<file path="config.mk">
export PLATFORM = sky130hd
export DESIGN_NAME = spg_sqrt_cell
export DESIGN_NICKNAME = d
export VERILOG_FILES = /design/src/hw/rtl/spg_pkg.sv /design/src/hw/rtl/spg_sqrt_cell.sv
export SDC_FILE = /design/constraint.sdc
export NUM_CORES = 1
export LEC_CHECK = 0
export BUFFER_PORTS_ARGS = -buffer_cell sky130_fd_sc_hd__buf_4
export CORE_MARGIN = 10
export CORE_UTILIZATION = 35
export CTS_CLUSTER_SIZE = 8
export DETAILED_ROUTE_END_ITERATION = 10
export PLACE_DENSITY = 0.74
export SYNTH_ARGS = -nofsm -noshare
export SYNTH_HDL_FRONTEND = slang
export SYNTH_SLANG_ARGS = --single-unit
</file>
<file path="constraint.sdc">
create_clock -name clk -period 3.6 [get_ports clk]
set_input_delay 0.72 -clock clk [delete_from_list [all_inputs] [get_ports clk]]
set_output_delay 0.72 -clock clk [all_outputs]
set_load 0.01 [all_outputs]
</file>
<file path="src/hw/rtl/spg_pkg.sv">
// Shared types and constants of the sine plasma pixel generator.
`timescale 1ns / 1ps
`default_nettype none

package spg_pkg;

  localparam int unsigned SQRT_STEPS = 16;
  localparam int unsigned TURN_K = 166886;
  localparam int unsigned PHASE_STEP = 205;
  localparam int unsigned SCALE_628 = 25723;
  localparam int unsigned PHASE_G = 8561;
  localparam int unsigned PHASE_B = 17121;
  localparam int unsigned RECIP_10 = 838861;
  localparam int unsigned RECIP_SHIFT = 23;
  localparam int unsigned V_OFFSET = 65536;
  localparam int unsigned CH_OFFSET = 2097152;
  localparam int unsigned ANGLE_W = 25;
  localparam int unsigned CH_ANGLE_W = 16;

  typedef struct packed {
    logic [8:0] pixel_x;
    logic [7:0] pixel_y;
  } pixel_in_t;

  typedef struct packed {
    logic [15:0] pixel_color;
    logic [16:0] pixel_address;
  } pixel_out_t;

  typedef struct packed {
    logic [ANGLE_W-1:0] a0;
    logic [ANGLE_W-1:0] a1;
    logic [ANGLE_W-1:0] a2;
    logic [23:0]        t;
  } side_t;

endpackage

`default_nettype wire

</file>
<file path="src/hw/rtl/spg_sqrt_cell.sv">
// One restoring square root step, registered, with the angle sideband.
`timescale 1ns / 1ps
`default_nettype none

module spg_sqrt_cell #(
  parameter int unsigned INDEX = 0
) (
  input  wire logic           clk,
  input  wire logic [31:0]    rem_in,
  input  wire logic [31:0]    root_in,
  input  wire spg_pkg::side_t side_in,
  output logic [31:0]         rem_out,
  output logic [31:0]         root_out,
  output spg_pkg::side_t      side_out
);

  localparam logic [31:0] BIT = 32'(1) << (30 - 2 * INDEX);

  logic [32:0] trial;

  assign trial = {1'b0, root_in} + {1'b0, BIT};

  always_ff @(posedge clk) begin
    side_out <= side_in;
    if ({1'b0, rem_in} >= trial) begin
      rem_out  <= rem_in - trial[31:0];
      root_out <= (root_in >> 1) + BIT;
    end else begin
      rem_out  <= rem_in;
      root_out <= root_in >> 1;
    end
  end

endmodule

`default_nettype wire

</file>
==> flow_summary_export.csv <==
group,metric,value,unit
worst_setup_path,path_class,"in -> reg",
synthesis,synth-edff-count,0,
pwr,leakagePower,4.34,nW
worst_setup_path,arrival,3.33,ns
placement,place_congestion,0.849,
synthesis,syn_avg_cell_area,11.6,µm²
clock_network,cts_buffers,17,
clock_network,htreeDepth,4,
sta,whs,0.390,ns
worst_setup_path,endpoint_kind,"flop",
synthesis,ys.flop_type,"dfxtp_1",
sta,period_share,0.838,
layout,diodes,0,
route,viasPerCell,4.57,
worst_setup_path,path_max_fanout,13,
grt,grtUsageTotal,0.183,
die,fp.coreArea,15400,µm²
grt,grt_pass1_wl,29900,µm
clock_network,cts_setup_buffers,0,
grt,antenna_found_initial,0,
synthesis,async_flop_share,0,
sta,rsz0062_at_grt,"false",
grt,grt-ovfl-total,0,
sta,setup_tns,0,ns
layout,final_cells,1047,
synthesis,syn_area,5550,µm²
pwr,p_per_area,544,nW/µm²
synthesis,yosysWarnings,0,
run,drv_cap,0,
layout,fin_nets,1021,
die,start_util,0.361,
clock_network,cts_sinks,163,
worst_setup_path,startpoint_type,"primary input",
sta,hold_viol,0,
die,io_pins,327,
worst_hold_path,hp-start,"side_in[32]",
route,wl_per_cell,19.3,µm
run_status,outcome,"finished clean",
worst_hold_path,hold_class,"in -> reg",
synthesis,synth_seq_cells,163,
clock_network,cts_tree,"yes",
die,rows,45,
placement,dp_hpwl,16900,µm
layout,drive_above_1_share,0.477,
clock_network,hold_buffers,0,
placement,placedCellCount,1015,
clock_network,cts.path.max_buffers,2,
die,die_y,146,µm
route,drc,0,
sta,max-slew-margin-rel,0.695,
synthesis,synthDistinctLibCells,51,
layout,area_growth,60.9,%
route,routed_wl,20200,µm
pwr,irDropWorstVdd,0.342,mV
route,drt-initial-drc-count,161,
sta,setup_viol,0,
route,drtAntennaViolNets,0,
clock_network,clk_transition_reported_paths,0.07,ns
sta,maxSlewViolCount,0,
worst_setup_path,cp_data_required_time,3.91,ns
grt,grt_start_max_net_pins,19,
die,dieArea,21300,µm²
worst_setup_path,worstSetupStartpoint,"root_in[2]",
sta,min_period,3.02,ns
clock_network,cts_resized,0,
route,dr_total_vias,4789,
placement,portBuffers,326,
synthesis,synth.yosys.seq_area_share,0.588,
grt,grt_pass1_vias,5044,
synthesis,synthCells,477,
sta,clock.fmax,331,MHz
die,die_w,146,µm
route,drt_pass1_iterations,4,
synthesis,synth.net_count,675,
sta,max_slew.worst_pin.slew,0.454,ns
clock_network,clockRootBuffer,"clkbuf_16",
-- layout by cell type, fill, tap and decap left out, drive strengths merged, types with 3 or more instances in the layout --
cell type,n
nor2,13
o21a,3
clkbuf,18
o21ai,19
a21boi,3
nand2,23
ha,33
xnor2,14
a21o,8
dfxtp,163
nor2b,5
nand4,14
o21bai,4
buf,337
xor2,14
inv,42
and4,3
mux2,30
and2,4
a31oi,5
nand3,7
bufinv,3
a21oi,33
-- worst max-delay path, stage by stage --
cell and delay [ns]:
buf_4 0.08, inv_1 0.05, ha_1 0.36, nand3b_1 0.13
a21oi_1 0.29, o21ai_2 0.14, a41oi_4 0.25, a41oi_2 0.17
a211o_1 0.35, a21oi_4 0.17, buf_4 0.24, mux2_2 0.36
-- where the power goes --
part	total, mW	switching, mW	leakage, nW	internal (mW)
Combinational	0.935	0.438	2.66	0.497
Sequential	1.99	0.0397	1.38	1.95
Clock	1.93	0.801	0.312	1.13
-- worst paths after layout --
| check | to | slack, ns | depth (start not counted) |
|---|---|---|---|
| max | rem_out[24] | 0.58 | 12 |
| min | side_out[32] | 0.39 | 1 |
-- synthesized netlist by cell type (all sizes together), types with 3 or more instances --
cell,n,area share
nor2,13,0.0088
xnor2,14,0.022
o21ai,19,0.018
ha,33,0.074
xor2,14,0.022
mux2,30,0.061
a21o,8,0.011
a31oi,5,0.0056
and4,3,0.0047
buf,4,0.0070
o21bai,4,0.0054
inv,33,0.022
a21boi,3,0.0041
nand4,14,0.016
clkbuf,6,0.0043
and2,4,0.0045
nor2b,5,0.0056
nand3,7,0.0063
nand2,23,0.016
dfxtp,163,0.59
o21a,3,0.0041
a21oi,33,0.032
-- routing by layer --
layer  track usage  vias to the layer above  routed length (µm)  share of wire
li1              -                     2352                   -              -
met1         0.184                     2214                7660           0.38
met2         0.335                      208               10600           0.53
met3        0.0770                       15                1670          0.082
met4        0.0531                        0                 274          0.014
met5             0                        -                   0              0
-- final cells by class --
class	instances	area [µm²]
Multi-Input combinational cell	271	2100
Tap cell	211	264
Fill cell	1357	6440
Clock buffer	18	429
Timing Repair Buffer	337	2540
Clock inverter	14	206
Sequential cell	163	3260
Inverter	33	124
-- flip-flops by register name, indices dropped and copies added (netlist names) --
register  cells
rem_out      32
root_out     32
side_out     99
-- cell families after synthesis --
family / Yosys count / share of synthesized area
muxes: 32 / 0.0645
xor gates and xnor gates: 28 / 0.0442
DFF: 163 / 0.588
adders and majority gates: 34 / 0.0780
and+or+nand+nor: 84 / 0.0793
buffers and inverters: 43 / 0.0336
AOI/OAI and AO/OA: 93 / 0.112
-- stage by stage --
stage | worst slack [ns] | power [mW] | utilization | area, µm²
2_1_floorplan | 0.424 | 2.47 | - | 5550
3_3_place_gp | 0.219 | 2.96 | 0.540 | 8290
3_5_place_dp | 0.149 | 2.97 | 0.540 | 8290
4_1_cts | 0.586 | 4.92 | 0.581 | 8930
5_1_grt | 0.414 | 5.08 | 0.581 | 8930
6_report | 0.582 | 4.85 | 0.581 | 8930
Power figures use the tool's default switching activity.
